### config.mk
export PLATFORM = sky130hd
export DESIGN_NAME = fmmcs_div
export DESIGN_NICKNAME = d
export VERILOG_FILES = /design/src/rtl/fmmcs_pkg.sv /design/src/rtl/fmmcs_div.sv
export SDC_FILE = /design/constraint.sdc
export NUM_CORES = 1
export LEC_CHECK = 0
export CAP_MARGIN = 25
export CORE_MARGIN = 2
export CORE_UTILIZATION = 46
export DETAILED_ROUTE_END_ITERATION = 7
export DONT_BUFFER_PORTS = 1
export PLACE_DENSITY = 0.59
export SYNTH_ARGS = -nofsm -noshare
export SYNTH_HDL_FRONTEND = slang
export SYNTH_SLANG_ARGS = --single-unit
### constraint.sdc
create_clock -name clk -period 5.2 [get_ports clk]
set_input_delay 1.04 -clock clk [delete_from_list [all_inputs] [get_ports clk]]
set_output_delay 1.04 -clock clk [all_outputs]
set_load 0.03 [all_outputs]
### src/rtl/fmmcs_pkg.sv
// Shared types and constants for the frame min/max contrast stretch block.
`timescale 1ns / 1ps

package fmmcs_pkg;

    // Configuration register indexes
    localparam logic REG_COLUMNS = 1'b0;
    localparam logic REG_ROWS    = 1'b1;

    localparam logic [7:0] COLUMNS_RESET = 8'd80;
    localparam logic [7:0] ROWS_RESET    = 8'd80;

    // Command kinds
    localparam logic KIND_LOAD  = 1'b0;
    localparam logic KIND_DRAIN = 1'b1;

    // Min/max tracker start values
    localparam logic signed [15:0] LOW_RESET  = 16'sh7FFF;
    localparam logic signed [15:0] HIGH_RESET = 16'sh8000;

    localparam logic [7:0] LEVEL_MAX = 8'd255;

    // Divider geometry: 24-bit dividend, 16-bit divisor, 8-bit quotient
    localparam int QUOT_BITS  = 8;
    localparam int DENOM_BITS = 16;
    localparam int NUMER_BITS = QUOT_BITS + DENOM_BITS;

    typedef struct packed {
        logic                    start;
        logic [NUMER_BITS-1:0]   numer;
        logic [DENOM_BITS-1:0]   denom;
    } div_req_t;

    typedef struct packed {
        logic                    done;
        logic [QUOT_BITS-1:0]    quotient;
    } div_rsp_t;

endpackage

### src/rtl/fmmcs_div.sv
// Iterative restoring divider, one quotient bit per cycle.
`timescale 1ns / 1ps

module fmmcs_div
    import fmmcs_pkg::*;
(
    input  logic     clk,
    input  logic     rst_n,
    input  div_req_t req,
    output div_rsp_t rsp
);

    localparam int STEP_BITS = $clog2(QUOT_BITS + 1);

    logic                  active_reg;
    logic                  done_reg;
    logic [STEP_BITS-1:0]  step_reg;
    logic [DENOM_BITS-1:0] rem_reg;
    logic [QUOT_BITS-1:0]  shift_reg;
    logic [QUOT_BITS-1:0]  quot_reg;

    logic [DENOM_BITS:0]   trial;
    logic [DENOM_BITS:0]   diff;
    logic                  fits;

    // Shift in the next dividend bit and try the subtraction
    always_comb
    begin
        trial = {rem_reg, shift_reg[QUOT_BITS-1]};
        diff  = trial - {1'b0, req.denom};
        fits  = (trial >= {1'b0, req.denom});
    end

    // Step the quotient; the divisor is held by the requester throughout
    always_ff @(posedge clk or negedge rst_n)
    begin
        if (!rst_n)
        begin
            active_reg <= 1'b0;
            done_reg   <= 1'b0;
            step_reg   <= '0;
        end
        else
        begin
            done_reg <= 1'b0;
            if (req.start)
            begin
                active_reg <= 1'b1;
                step_reg   <= STEP_BITS'(QUOT_BITS);
                rem_reg    <= req.numer[NUMER_BITS-1:QUOT_BITS];
                shift_reg  <= req.numer[QUOT_BITS-1:0];
                quot_reg   <= '0;
            end
            else if (active_reg)
            begin
                rem_reg   <= fits ? diff[DENOM_BITS-1:0] : trial[DENOM_BITS-1:0];
                shift_reg <= {shift_reg[QUOT_BITS-2:0], 1'b0};
                quot_reg  <= {quot_reg[QUOT_BITS-2:0], fits};
                step_reg  <= step_reg - STEP_BITS'(1);
                if (step_reg == STEP_BITS'(1))
                begin
                    active_reg <= 1'b0;
                    done_reg   <= 1'b1;
                end
            end
        end
    end

    assign rsp.done     = done_reg;
    assign rsp.quotient = quot_reg;

endmodule

==> out/qor.yml <==
status: "completed"
wl_per_cell_um: 16.1
synth.top_cell.area_share_pct: 35.3
place_congestion: 0.834
clk_pin_slew_ns: 0.08
num_rows: 28
wl_mm: 5.52
power.leakage_nw: 1.26
nFillCells: 575
hold_path.class: "input port to async pin"
n_antenna_cell: 0
grt-ovfl-total: 0
arrival_ns: 3.22
r2r-end: "rem_reg[15]$_DFFE_PP_"
ctsResizeCount: 0
maxCapViolations: 0
ys_ff_latch: 38
cp-end-kind: "flip-flop"
die_w_um: 80.9
ys_dominant_reg_cell: "edfxtp_1"
worst_skew_pair.late_latency_ns: 0.30
rsz0062_at_grt: "false"
cts_setup_buffers: 0
ff2ff_setup_slack_ns: 2.35
viasPerCell: 5.51
crit_required_ns: 5.26
dr.pass1.iters: 4
placed_area_um2: 2770
slowest_stage: "o2111ai_4"
h-tree-depth: 2
reg2reg_from: "rem_reg[3]$_DFFE_PP_"
antenna_left: 0
finalPower_mw: 1.11
max_freq_mhz: 316
clk_path_buf_depth: 2
synth-edff-count: 32
die_h_um: 80.9
drive_above_1_share_pct: 10.9
cp_cell_sequence: "inv_1 > ha_1 > nand2_2 > a211oi_2 > o21ai_2 > o2bb2ai_2 > o2111ai_4 > o21ai_0 > a31o_2"
reg2reg_depth: 8
setup-violations-final: 0
grt_max_degree: 43
drt_iter0_markers: 126
largest_reg_flops: 16
fin_nets: 328
dp_hpwl_mm: 4.01
cts_hold_repair.buffers: 0
syn2layout_area_growth_pct: 6.71
cts_buffers: 5
grt_pass1_wl_mm: 8.92
clockRootBuffer: "clkbuf_8"
io_buffers: 0
syn_area_per_cell_um2: 10.0
num_vias: 1886
drv_slew: 0
cpPeakStageDelay_ns: 0.68
skew_ns: 0.00627
yosys_warnings: 0
drc: 0
coreArea_um2: 5820
synth_area_leader_cell: "edfxtp_1"
setup-tns-final_ns: 0
track_usage_pct: 17.8
hold_viol: 0
synth_area_um2: 2720
path_class: "input port to flip-flop"
ys_types: 52
fin_hold_ws_ns: 0.433
max-vdd-ir-drop_mv: 0.184
synth_cells: 272
max_slew_margin_pct: 45.3
cts_tree: "yes"
crit_fanout: 24
final_cell_area_um2: 2910
power.density_nw_per_um2: 383
tightest_slew_ns: 0.821
dieArea_um2: 6550
synth_nets: 334
ys_async_sr_fraction_pct: 15.8
cts_num_sinks: 38
min_period_ns: 3.16
synthTopCellsByArea: "edfxtp_1 (35%), ha_1 (8.3%), mux2i_1 (6.6%)"
ios: 52
min_period_over_period_pct: 60.8
grt_pass1_vias: 1905
start_util_pct: 46.8
synth-seq-area-share_pct: 40.8
antenna_found_initial: 0
worst_setup_path_start_kind: "input port"
==> power by group <==
group          switching, mW  internal (mW)  total (mW)
clock                  0.116          0.192       0.308
sequential            0.0471          0.389       0.437
combinational          0.197          0.172       0.369
==> routing by layer <==
layer  track usage (%)  share of wire [%]  vias to the layer above
met5                 0                  0                        -
met2              29.5                 48                       47
li1                  -                  -                      960
met4              5.08                1.0                        0
met1              22.6                 45                      874
met3              5.11                5.8                        5
==> critical path: cells and delay by family <==
kind	cells	cell delay [ns]
fa+ha+maj	1	0.38
compound gates	6	1.68
simple gates	1	0.09
buf+inv	1	0.02
==> per-stage QoR <==
| step | utilization (%) | instances | setup WS [ns] |
|---|---|---|---|
| floorplan | - | 272 | 2.07 |
| global placement | 47.1 | 333 | 1.76 |
| detailed placement | 47.6 | 334 | 1.70 |
| CTS | 50.0 | 342 | 2.01 |
| global route | 50.0 | 342 | 1.84 |
| finish | 50.0 | 342 | 2.04 |
==> layout by cell type (no fill, tap or decap), types with 3 or more instances in the layout <==
| master | netlist | layout |
|---|---|---|
| o311ai_0 | 3 | 3 |
| o21ai_0 | 8 | 8 |
| nand3_1 | 6 | 6 |
| a21oi_1 | 17 | 17 |
| xnor2_1 | 12 | 12 |
| mux2i_1 | 18 | 18 |
| xor2_1 | 4 | 4 |
| mux2_2 | 7 | 7 |
| a21o_1 | 6 | 6 |
| nand4_1 | 4 | 4 |
| inv_1 | 25 | 25 |
| a211oi_1 | 3 | 3 |
| clkbuf_8 | 0 | 5 |
| ha_1 | 18 | 18 |
| nor2_1 | 28 | 28 |
| nand2_1 | 22 | 22 |
| edfxtp_1 | 32 | 32 |
| dfrtp_1 | 6 | 6 |
==> cell usage after synthesis (3+ instances only) <==
cell type  number
a21oi_1        17
buf_1           3
xnor2_1        12
nor2_1         28
a211oi_1        3
nand2_1        22
clkbuf_1        7
edfxtp_1       32
a21o_1          6
o21ai_0         8
mux2i_1        18
nand4_1         4
inv_1          25
o311ai_0        3
mux2_2          7
xor2_1          4
nand3_1         6
dfrtp_1         6
ha_1           18
==> area by class of cell <==
cell class              instances  area [um^2]  area share (%)
multi-input cells             195         1440            49.6
repair buffers                  1         27.5           0.947
clock inverters                 3         68.8            2.37
clock buffers                   5         68.8            2.37
flip-flops and latches         38         1110            38.2
well taps                      75         93.8            3.23
inverters                      25         93.8            3.23
==> worst max-delay path by stage <==
stage | slack (ns) | cells past startpoint | from | end
after global placement | 1.76 | 9 | req[4] | rem_reg[15]$_DFFE_PP_
after detailed placement | 1.70 | 9 | req[4] | rem_reg[15]$_DFFE_PP_
after CTS | 2.01 | 9 | req[4] | rem_reg[15]$_DFFE_PP_
final | 2.04 | 9 | req[4] | rem_reg[15]$_DFFE_PP_
after floorplan | 2.07 | 10 | req[0] | rem_reg[12]$_DFFE_PP_
after global routing | 1.84 | 9 | req[4] | rem_reg[15]$_DFFE_PP_
==> cell families (layout without fill, tap and decap cells) <==
group / after synthesis / after routing / share of synthesized area [%]
AOI/OAI and AO/OA: 59 / 59 / 16.2
xor gates and xnor gates: 16 / 16 / 5.15
adders and majority gates: 19 / 19 / 9.01
buffers and inverters: 39 / 34 / 6.25
DFF: 38 / 38 / 40.8
muxes: 25 / 25 / 9.51
and+or+nand+nor: 76 / 76 / 13.1
Note: power is estimated with default switching activity, not from simulation.
